--- src/hdl/assert_macros.svh ---
// Assertion macros shared by the intel hex decoder modules.
`ifndef ASSERT_MACROS_SVH
`define ASSERT_MACROS_SVH

// Check a property on every rising edge of clk while out of reset.
`define IHEX_ASSERT(name, clk, rst_n, prop, msg) \
  name: assert property (@(posedge clk) disable iff (!rst_n) (prop)) else $error(msg);

// Check that the antecedent implies the consequent in the following cycle.
`define IHEX_ASSERT_NEXT(name, clk, rst_n, ante, cons, msg) \
  name: assert property (@(posedge clk) disable iff (!rst_n) (ante) |=> (cons)) else $error(msg);

`endif

--- src/hdl/ihex_pkg.sv ---
// Types and constants shared by the intel hex record decoder.
package ihex_pkg;

  localparam int unsigned QDEPTH = 2;
  localparam int unsigned QPTR_W = 1;
  localparam int unsigned QCNT_W = 2;

  localparam logic [7:0] CH_COLON = 8'h3A;
  localparam logic [7:0] CH_0     = 8'h30;
  localparam logic [7:0] CH_9     = 8'h39;
  localparam logic [7:0] CH_UA    = 8'h41;
  localparam logic [7:0] CH_UF    = 8'h46;
  localparam logic [7:0] CH_LA    = 8'h61;
  localparam logic [7:0] CH_LF    = 8'h66;
  localparam logic [7:0] HEX_TEN  = 8'd10;

  typedef enum logic [2:0] {
    K_DATA     = 3'd0,
    K_END      = 3'd1,
    K_CSUM     = 3'd2,
    K_UNKNOWN  = 3'd3,
    K_BADDIGIT = 3'd4
  } kind_t;

  typedef enum logic [2:0] {
    PH_HUNT = 3'd0,
    PH_LEN  = 3'd1,
    PH_AHI  = 3'd2,
    PH_ALO  = 3'd3,
    PH_TYPE = 3'd4,
    PH_DATA = 3'd5,
    PH_CSUM = 3'd6
  } phase_t;

  localparam logic [7:0] REC_TYPE_DATA = 8'h00;
  localparam logic [7:0] REC_TYPE_EOF  = 8'h01;

  // One classified character.
  typedef struct packed {
    logic       colon;
    logic       bad;
    logic [3:0] nib;
  } tok_t;

endpackage

--- src/hdl/ihex_ifs.sv ---
// Stream interfaces for the character input and the decoded result output.
interface ihex_char_if;
  logic       valid;
  logic       ready;
  logic [7:0] char_in;

  modport source (output valid, output char_in, input ready);
  modport sink   (input valid, input char_in, output ready);
endinterface

interface ihex_rec_if;
  logic        valid;
  logic        ready;
  logic [2:0]  kind;
  logic [15:0] address;
  logic [7:0]  data;
  logic        digit_bad;

  modport source (output valid, output kind, output address, output data,
                  output digit_bad, input ready);
  modport sink   (input valid, input kind, input address, input data,
                  input digit_bad, output ready);
endinterface

--- src/hdl/ihex_front.sv ---
// Front end: accept characters, classify them as hex digits, hold one token.
module ihex_front (
  input  logic          clk,
  input  logic          rst_n,
  ihex_char_if.sink     in_ch,
  output logic          push_valid,
  input  logic          push_ready,
  output ihex_pkg::tok_t push_tok
);
  import ihex_pkg::*;

  logic tok_v_r;
  tok_t tok_r;
  tok_t tok_nxt;
  logic take;
  logic push;

  always_comb begin
    logic [7:0] c;
    c = in_ch.char_in;
    tok_nxt.colon = (c == CH_COLON);
    tok_nxt.bad   = 1'b0;
    tok_nxt.nib   = '0;
    if (c >= CH_0 && c <= CH_9) begin
      tok_nxt.nib = 4'(c - CH_0);
    end else if (c >= CH_UA && c <= CH_UF) begin
      tok_nxt.nib = 4'(c - CH_UA + HEX_TEN);
    end else if (c >= CH_LA && c <= CH_LF) begin
      tok_nxt.nib = 4'(c - CH_LA + HEX_TEN);
    end else begin
      tok_nxt.bad = 1'b1;
    end
  end

  assign push        = tok_v_r && push_ready;
  assign in_ch.ready = !tok_v_r || push_ready;
  assign take        = in_ch.valid && in_ch.ready;
  assign push_valid  = tok_v_r;
  assign push_tok    = tok_r;

  always_ff @(posedge clk) begin
    if (!rst_n) begin
      tok_v_r <= 1'b0;
    end else if (take) begin
      tok_v_r <= 1'b1;
    end else if (push) begin
      tok_v_r <= 1'b0;
    end
  end

  always_ff @(posedge clk) begin
    if (take) begin
      tok_r <= tok_nxt;
    end
  end

endmodule

--- src/hdl/ihex_queue.sv ---
// Short token queue between the classifier and the record engine.
module ihex_queue (
  input  logic           clk,
  input  logic           rst_n,
  input  logic           push_valid,
  output logic           push_ready,
  input  ihex_pkg::tok_t push_tok,
  output logic           pop_valid,
  input  logic           pop_ready,
  output ihex_pkg::tok_t pop_tok
);
  import ihex_pkg::*;
  `include "assert_macros.svh"

  tok_t              mem_r [QDEPTH];
  logic [QPTR_W-1:0] wr_ptr_r;
  logic [QPTR_W-1:0] rd_ptr_r;
  logic [QCNT_W-1:0] cnt_r;
  logic              push;
  logic              pop;

  assign push_ready = (cnt_r != QCNT_W'(QDEPTH));
  assign pop_valid  = (cnt_r != '0);
  assign push       = push_valid && push_ready;
  assign pop        = pop_valid && pop_ready;
  assign pop_tok    = mem_r[rd_ptr_r];

  always_ff @(posedge clk) begin
    if (push) begin
      mem_r[wr_ptr_r] <= push_tok;
    end
  end

  always_ff @(posedge clk) begin
    if (!rst_n) begin
      wr_ptr_r <= '0;
      rd_ptr_r <= '0;
      cnt_r    <= '0;
    end else begin
      if (push) begin
        wr_ptr_r <= wr_ptr_r + QPTR_W'(1);
      end
      if (pop) begin
        rd_ptr_r <= rd_ptr_r + QPTR_W'(1);
      end
      if (push && !pop) begin
        cnt_r <= cnt_r + QCNT_W'(1);
      end else if (pop && !push) begin
        cnt_r <= cnt_r - QCNT_W'(1);
      end
    end
  end

  `IHEX_ASSERT(a_cnt_bound, clk, rst_n, cnt_r <= QCNT_W'(QDEPTH), "queue count past depth")
  `IHEX_ASSERT(a_ptr_gap, clk, rst_n, QPTR_W'(wr_ptr_r - rd_ptr_r) == QPTR_W'(cnt_r), "queue pointers disagree with count")

endmodule

--- src/hdl/ihex_back.sv ---
// Record engine: track record phase, byte assembly, address and sum; emit results.
module ihex_back (
  input  logic           clk,
  input  logic           rst_n,
  input  logic           pop_valid,
  output logic           pop_ready,
  input  ihex_pkg::tok_t pop_tok,
  ihex_rec_if.source     out_rec
);
  import ihex_pkg::*;
  `include "assert_macros.svh"

  phase_t      phase_r,   phase_nxt;
  logic        second_r,  second_nxt;
  logic [3:0]  high_r,    high_nxt;
  logic [7:0]  sum_r,     sum_nxt;
  logic [7:0]  left_r,    left_nxt;
  logic [15:0] naddr_r,   naddr_nxt;
  logic [15:0] rstart_r,  rstart_nxt;
  logic        ended_r,   ended_nxt;

  logic        out_valid_r;
  kind_t       kind_r,    kind_nxt;
  logic [15:0] addr_r,    addr_nxt;
  logic [7:0]  data_r,    data_nxt;
  logic        bad_r;
  logic        emit;
  logic        advance;
  logic [7:0]  byte_val;

  assign pop_ready = !out_valid_r || out_rec.ready;
  assign advance   = pop_valid && pop_ready;
  assign byte_val  = {high_r, pop_tok.nib};

  always_comb begin
    phase_nxt  = phase_r;
    second_nxt = second_r;
    high_nxt   = high_r;
    sum_nxt    = sum_r;
    left_nxt   = left_r;
    naddr_nxt  = naddr_r;
    rstart_nxt = rstart_r;
    ended_nxt  = ended_r;
    emit       = 1'b0;
    kind_nxt   = K_BADDIGIT;
    data_nxt   = '0;
    if (advance && !ended_r) begin
      if (phase_r == PH_HUNT) begin
        if (pop_tok.colon) begin
          phase_nxt  = PH_LEN;
          sum_nxt    = '0;
          second_nxt = 1'b0;
          high_nxt   = '0;
          left_nxt   = '0;
        end
      end else if (!second_r) begin
        high_nxt   = pop_tok.nib;
        second_nxt = 1'b1;
      end else begin
        second_nxt = 1'b0;
        sum_nxt    = sum_r + byte_val;
        unique case (phase_r)
          PH_LEN: begin
            left_nxt  = byte_val;
            phase_nxt = PH_AHI;
          end
          PH_AHI: begin
            rstart_nxt = {byte_val, 8'h00};
            phase_nxt  = PH_ALO;
          end
          PH_ALO: begin
            rstart_nxt = {rstart_r[15:8], byte_val};
            naddr_nxt  = {rstart_r[15:8], byte_val};
            phase_nxt  = PH_TYPE;
          end
          PH_TYPE: begin
            if (byte_val == REC_TYPE_DATA) begin
              phase_nxt = (left_r != '0) ? PH_DATA : PH_CSUM;
            end else if (byte_val == REC_TYPE_EOF) begin
              ended_nxt = 1'b1;
              phase_nxt = PH_HUNT;
              emit      = 1'b1;
              kind_nxt  = K_END;
            end else begin
              phase_nxt = PH_HUNT;
              emit      = 1'b1;
              kind_nxt  = K_UNKNOWN;
            end
          end
          PH_DATA: begin
            emit      = 1'b1;
            kind_nxt  = K_DATA;
            data_nxt  = byte_val;
            naddr_nxt = naddr_r + 16'd1;
            left_nxt  = left_r - 8'd1;
            if (left_r == 8'd1) begin
              phase_nxt = PH_CSUM;
            end
          end
          PH_CSUM: begin
            phase_nxt = PH_HUNT;
            if (sum_nxt != '0) begin
              emit     = 1'b1;
              kind_nxt = K_CSUM;
            end
          end
          default: begin
            phase_nxt = PH_HUNT;
          end
        endcase
      end
      // A bad digit with nothing else to report gets its own item.
      if (!emit && pop_tok.bad && phase_r != PH_HUNT) begin
        emit     = 1'b1;
        kind_nxt = K_BADDIGIT;
      end
    end
    addr_nxt = (kind_nxt == K_DATA) ? naddr_r : rstart_nxt;
  end

  always_ff @(posedge clk) begin
    if (!rst_n) begin
      phase_r     <= PH_HUNT;
      second_r    <= 1'b0;
      high_r      <= '0;
      sum_r       <= '0;
      left_r      <= '0;
      naddr_r     <= '0;
      rstart_r    <= '0;
      ended_r     <= 1'b0;
      out_valid_r <= 1'b0;
    end else begin
      phase_r  <= phase_nxt;
      second_r <= second_nxt;
      high_r   <= high_nxt;
      sum_r    <= sum_nxt;
      left_r   <= left_nxt;
      naddr_r  <= naddr_nxt;
      rstart_r <= rstart_nxt;
      ended_r  <= ended_nxt;
      if (advance) begin
        out_valid_r <= emit;
      end else if (out_rec.ready) begin
        out_valid_r <= 1'b0;
      end
    end
  end

  always_ff @(posedge clk) begin
    if (advance && emit) begin
      kind_r <= kind_nxt;
      addr_r <= addr_nxt;
      data_r <= data_nxt;
      bad_r  <= pop_tok.bad;
    end
  end

  assign out_rec.valid     = out_valid_r;
  assign out_rec.kind      = kind_r;
  assign out_rec.address   = addr_r;
  assign out_rec.data      = data_r;
  assign out_rec.digit_bad = bad_r;

  `IHEX_ASSERT(a_hunt_pair, clk, rst_n, !(phase_r == PH_HUNT && second_r), "half byte held while hunting")
  `IHEX_ASSERT_NEXT(a_quiet_end, clk, rst_n, ended_r && !out_valid_r, !out_valid_r, "result after end record")
  `IHEX_ASSERT_NEXT(a_data_left, clk, rst_n, phase_r == PH_DATA, left_r != '0 || phase_r != PH_DATA, "data phase with no bytes left")

endmodule

--- src/hdl/intel_hex_record_decoder.sv ---
// Intel HEX record decoder top level: front classifier, token queue, record engine.
// Throughput: one character per cycle sustained while the result side keeps up.
// Each character is registered in the classifier, then written into the token
// queue, and any result it causes is registered at the output by the record engine.
// Reset (rst_n low, synchronous): queue empties, record engine returns to hunting
// for ':' with sum, length and addresses cleared and the end-of-file flag dropped.
module intel_hex_record_decoder (
  input  logic       clk,
  input  logic       rst_n,
  ihex_char_if.sink  in_ch,
  ihex_rec_if.source out_rec
);
  import ihex_pkg::*;

  // Classifier to queue.
  logic fq_valid;
  logic fq_ready;
  tok_t fq_tok;

  // Queue to record engine.
  logic qb_valid;
  logic qb_ready;
  tok_t qb_tok;

  // Classify each character: hex nibble, bad-digit flag and colon flag.
  ihex_front u_front (
    .clk        (clk),
    .rst_n      (rst_n),
    .in_ch      (in_ch),
    .push_valid (fq_valid),
    .push_ready (fq_ready),
    .push_tok   (fq_tok)
  );

  // Hold a couple of tokens so the classifier keeps taking items
  // while the engine waits on a stalled output.
  ihex_queue u_queue (
    .clk        (clk),
    .rst_n      (rst_n),
    .push_valid (fq_valid),
    .push_ready (fq_ready),
    .push_tok   (fq_tok),
    .pop_valid  (qb_valid),
    .pop_ready  (qb_ready),
    .pop_tok    (qb_tok)
  );

  // Advance the record phase, assemble bytes, keep the running sum,
  // and drive the registered result item.
  ihex_back u_back (
    .clk       (clk),
    .rst_n     (rst_n),
    .pop_valid (qb_valid),
    .pop_ready (qb_ready),
    .pop_tok   (qb_tok),
    .out_rec   (out_rec)
  );

endmodule

--- src/flat_wrapper.sv ---
// flat-port wrapper written by rule: the top's interface ports become plain ports
module intel_hex_record_decoder_flat import ihex_pkg::*;
  (clk, rst_n, in_ch_valid, in_ch_char_in, in_ch_ready, out_rec_valid, out_rec_kind, out_rec_address, out_rec_data, out_rec_digit_bad, out_rec_ready);
  ihex_char_if in_ch_i ();
  ihex_rec_if out_rec_i ();
  input  logic clk;
  input  logic rst_n;
  input wire logic [$bits(in_ch_i.valid)-1:0] in_ch_valid;
  input wire logic [$bits(in_ch_i.char_in)-1:0] in_ch_char_in;
  output wire logic [$bits(in_ch_i.ready)-1:0] in_ch_ready;
  output wire logic [$bits(out_rec_i.valid)-1:0] out_rec_valid;
  output wire logic [$bits(out_rec_i.kind)-1:0] out_rec_kind;
  output wire logic [$bits(out_rec_i.address)-1:0] out_rec_address;
  output wire logic [$bits(out_rec_i.data)-1:0] out_rec_data;
  output wire logic [$bits(out_rec_i.digit_bad)-1:0] out_rec_digit_bad;
  input wire logic [$bits(out_rec_i.ready)-1:0] out_rec_ready;
  assign in_ch_i.valid = in_ch_valid;
  assign in_ch_i.char_in = in_ch_char_in;
  assign in_ch_ready = in_ch_i.ready;
  assign out_rec_valid = out_rec_i.valid;
  assign out_rec_kind = out_rec_i.kind;
  assign out_rec_address = out_rec_i.address;
  assign out_rec_data = out_rec_i.data;
  assign out_rec_digit_bad = out_rec_i.digit_bad;
  assign out_rec_i.ready = out_rec_ready;
  intel_hex_record_decoder u_core (.clk(clk), .rst_n(rst_n), .in_ch(in_ch_i), .out_rec(out_rec_i));
endmodule
--- config.mk ---
export PLATFORM = sky130hd
export DESIGN_NAME = intel_hex_record_decoder_flat
export DESIGN_NICKNAME = d
export VERILOG_FILES = /design/src/hdl/ihex_pkg.sv /design/src/hdl/ihex_ifs.sv /design/src/hdl/ihex_front.sv /design/src/hdl/ihex_queue.sv /design/src/hdl/ihex_back.sv /design/src/hdl/intel_hex_record_decoder.sv /design/src/flat_wrapper.sv
export VERILOG_INCLUDE_DIRS = /design/src /design/src/hdl
export SDC_FILE = /design/constraint.sdc
export NUM_CORES = 1
export LEC_CHECK = 0
export BUFFER_PORTS_ARGS = -buffer_cell sky130_fd_sc_hd__buf_2
export CAP_MARGIN = 0
export CORE_ASPECT_RATIO = 0.8
export CORE_MARGIN = 2
export CORE_UTILIZATION = 60
export DETAILED_ROUTE_END_ITERATION = 8
export PLACE_DENSITY = 0.78
export SYNTH_ARGS = -nofsm -noshare
export SYNTH_HDL_FRONTEND = slang
export SYNTH_SLANG_ARGS = --single-unit
--- constraint.sdc ---
create_clock -name clk -period 4.3 [get_ports clk]
set_input_delay 0.86 -clock clk [delete_from_list [all_inputs] [get_ports clk]]
set_output_delay 0.86 -clock clk [all_outputs]
set_load 0.01 [all_outputs]
==> impl_metrics.env <==
export IMPL_nNetsFinal=645
export IMPL_dieHeight_um=89.4
export IMPL_ys_ff_latch=110
export IMPL_grt_usage=0.271
export IMPL_synthCells=580
export IMPL_async_flop_share=0
export IMPL_critical_path_max_stage_delay_ns=0.56
export IMPL_wl_per_cell_um=17.9
export IMPL_required_ns=4.38
export IMPL_critical_path_class="flop to flop"
export IMPL_worst_ir_drop_vdd_mv=0.327
export IMPL_synth_top_area_frac=0.253
export IMPL_grt_pass1_vias=4062
export IMPL_synth_nets=610
export IMPL_start_util=0.610
export IMPL_hold_buffers=0
export IMPL_ctsResizeCount=0
export IMPL_layout_drive_gt1_share=0.129
export IMPL_synth_area_um2=5470
export IMPL_gr_total_overflow=0
export IMPL_clk_latency_ns=0.35
export IMPL_worst_pin_slew_ns=1.00
export IMPL_total_power_uw=2550
export IMPL_dp_slack_ns=0.572
export IMPL_drv_cap=0
export IMPL_drt_iter0_markers=504
export IMPL_synth_top_cells_by_area="edfxtp_1, dfxtp_1, nor2b_1"
export IMPL_via_per_inst=6.20
export IMPL_synth_edf_count=46
export IMPL_cts_setup_buffers=0
export IMPL_syn_area_per_cell_um2=9.42
export IMPL_clock_path_buffers=2
export IMPL_fmax_ghz=0.265
export IMPL_ys_warnings_count=0
export IMPL_hp_class="flop to flop"
export IMPL_fin_crit_sh=0.877
export IMPL_critical_path_cell_chain="mux2i_1, inv_1, ha_1, fa_1, or4b_4, a211oi_2, o22ai_1, nor4b_4, o21ai_0, and2_1, buf_4"
export IMPL_p_leak_uw=0.00236
export IMPL_p_per_area_nw_per_um2=417
export IMPL_status="complete, no violations"
export IMPL_num_vias=4560
export IMPL_setup_ws_ns=0.528
export IMPL_slew_limit_headroom=0.327
export IMPL_yosysTopAreaCell="edfxtp_1"
export IMPL_dp_hpwl_um=9080
export IMPL_yosysUniqueCellTypes=64
export IMPL_die_area_um2=9900
export IMPL_antenna_cells=0
export IMPL_gp_congestion=0.891
export IMPL_seq_area_frac_synth=0.487
export IMPL_rsz0062_at_grt="no"
export IMPL_yosys_top_cells_count="dfxtp_1, nor2_1, edfxtp_1"
export IMPL_skew_ns=0.0106
export IMPL_placed_area_um2=5790
export IMPL_tritoncts="done"
export IMPL_die_x_um=111
export IMPL_clock_sinks=110
export IMPL_synthMostInstantiatedCell="dfxtp_1"
export IMPL_ant_nets=0
export IMPL_hold_viol=0
export IMPL_grt_max_degree=42
export IMPL_setup_viol=0
export IMPL_syn2layout_area_growth_pct=12.0
export IMPL_core_region_area_um2=8960
export IMPL_io_pins=42
export IMPL_antenna_found_initial=0
export IMPL_clk_pin_slew_ns=0.08
export IMPL_drv_slew=0
export IMPL_cts_buffers_inserted=9
export IMPL_first_pass_iters=5
export IMPL_h_tree_depth=3
export IMPL_drc=0
export IMPL_fin_area_um2=6120
export IMPL_end_kind="flop"
export IMPL_io_buffers=41
export IMPL_fin_setup_tns_ns=0
export IMPL_slowest_stage="or4b_4"
export IMPL_grt_pass1_wl_um=21000
export IMPL_critPathLaunchType="flop"
export IMPL_wl_um=13100
export IMPL_fin_crit_ns=3.77
export IMPL_ys_flop_type="dfxtp_1"
export IMPL_cts_root_buf="clkbuf_16"
export IMPL_path_max_fanout=26
export IMPL_arrival_ns=3.85
export IMPL_num_rows=31
[worst max-delay path: cells and delay by family (launching register included)]
kind                     cells  cell delay, ns
AO/OA/AOI/OAI                3            0.46
flip-flops                   1            0.49
buffers and inverters        2            0.39
AND/OR/NAND/NOR              3            1.13
adder cells (fa/ha/maj)      2            0.73
multiplexers                 1            0.27
[cell families (layout without fill, tap and decap cells)]
group	after synthesis	in the layout	share of synthesized area
DFF	110	110	0.487
muxes	6	6	0.0112
buffers and inverters	49	89	0.0343
xor gates and xnor gates	10	10	0.0160
and+or+nand+nor	222	222	0.214
adders and majority gates	18	18	0.0426
AOI/OAI and AO/OA	165	165	0.195
[path summary, 6_finish.rpt]
| kind | from | endpoint | slack (ns) | depth (start not counted) |
|---|---|---|---|---|
| min reg2reg | u_core.u_front.push_tok[3] | u_core.u_queue.mem_r[1][3] | 0.45 | 0 |
| max reg2reg | flop | u_core.u_back.out_rec.address[10] | 0.53 | 11 |
| max | flop | u_core.u_back.out_rec.address[10] | 0.53 | 11 |
| min | u_core.u_front.push_tok[3] | u_core.u_queue.mem_r[1][3] | 0.45 | 0 |
[area by class of cell]
class                      instances  area [um^2]
clock inverter                     6         83.8
sequential                       110         2660
multi-input combinational        421         2620
inverter                          21         78.8
fill                             679         2840
tap                              115          144
clock buffer                      10          250
timing repair buffer              52          288
[registers in the layout (all words and copies together) (netlist names), named ones only]
signal	flops
u_core.u_back.out_rec.address	16
u_core.u_back.out_rec.valid	1
u_core.u_queue.cnt_r	2
u_core.u_back.second_r	1
u_core.u_back.naddr_r	16
u_core.u_back.sum_r	8
u_core.u_back.out_rec.kind	3
u_core.u_front.push_valid	1
u_core.u_back.rstart_r	16
u_core.u_queue.wr_ptr_r	1
u_core.u_back.left_r	8
u_core.u_queue.mem_r	12
u_core.u_back.out_rec.data	8
u_core.u_back.out_rec.digit_bad	1
u_core.u_back.ended_r	1
u_core.u_back.phase_r	3
u_core.u_back.high_r	4
u_core.u_queue.rd_ptr_r	1
u_core.u_front.push_tok	6
[through the flow]
step	hold slack, ns	util	cells
6_report	0.454	0.683	735
5_1_grt	0.465	0.683	735
4_1_cts	0.452	0.683	735
3_5_place_dp	0.434	0.646	719
3_3_place_gp	0.428	0.646	719
2_1_floorplan	0.421	-	580
[cells in the final DEF, fill, tap and decap left out, types with 5 or more instances in the layout]
| cell | n |
|---|---|
| a32oi_1 | 5 |
| a21boi_0 | 6 |
| nand2_1 | 37 |
| nor2_1 | 53 |
| dfxtp_1 | 64 |
| nor2b_1 | 37 |
| or3_1 | 7 |
| xor2_1 | 6 |
| mux2i_1 | 5 |
| a21oi_1 | 44 |
| nand3_1 | 17 |
| buf_4 | 11 |
| clkbuf_16 | 10 |
| a22oi_1 | 23 |
| buf_2 | 41 |
| and2_1 | 16 |
| ha_1 | 17 |
| o21a_1 | 5 |
| edfxtp_1 | 46 |
| o21ai_0 | 38 |
| nor3_1 | 21 |
| inv_1 | 21 |
| and3_1 | 6 |
[where the power goes]
| part | total (uW) | internal [uW] | switching [uW] |
|---|---|---|---|
| logic | 438 | 169 | 268 |
| registers | 1210 | 1150 | 58.6 |
| clock network | 908 | 502 | 406 |
| total | 2550 | 1820 | 733 |
[metal layers]
| metal | global-route usage | routed length, um |
|---|---|---|
| met4 | 0.0864 | 198 |
| met3 | 0.0603 | 1210 |
| met2 | 0.428 | 5800 |
| met5 | 0 | 0 |
| met1 | 0.378 | 5910 |
(Power assumes the default switching activity.)
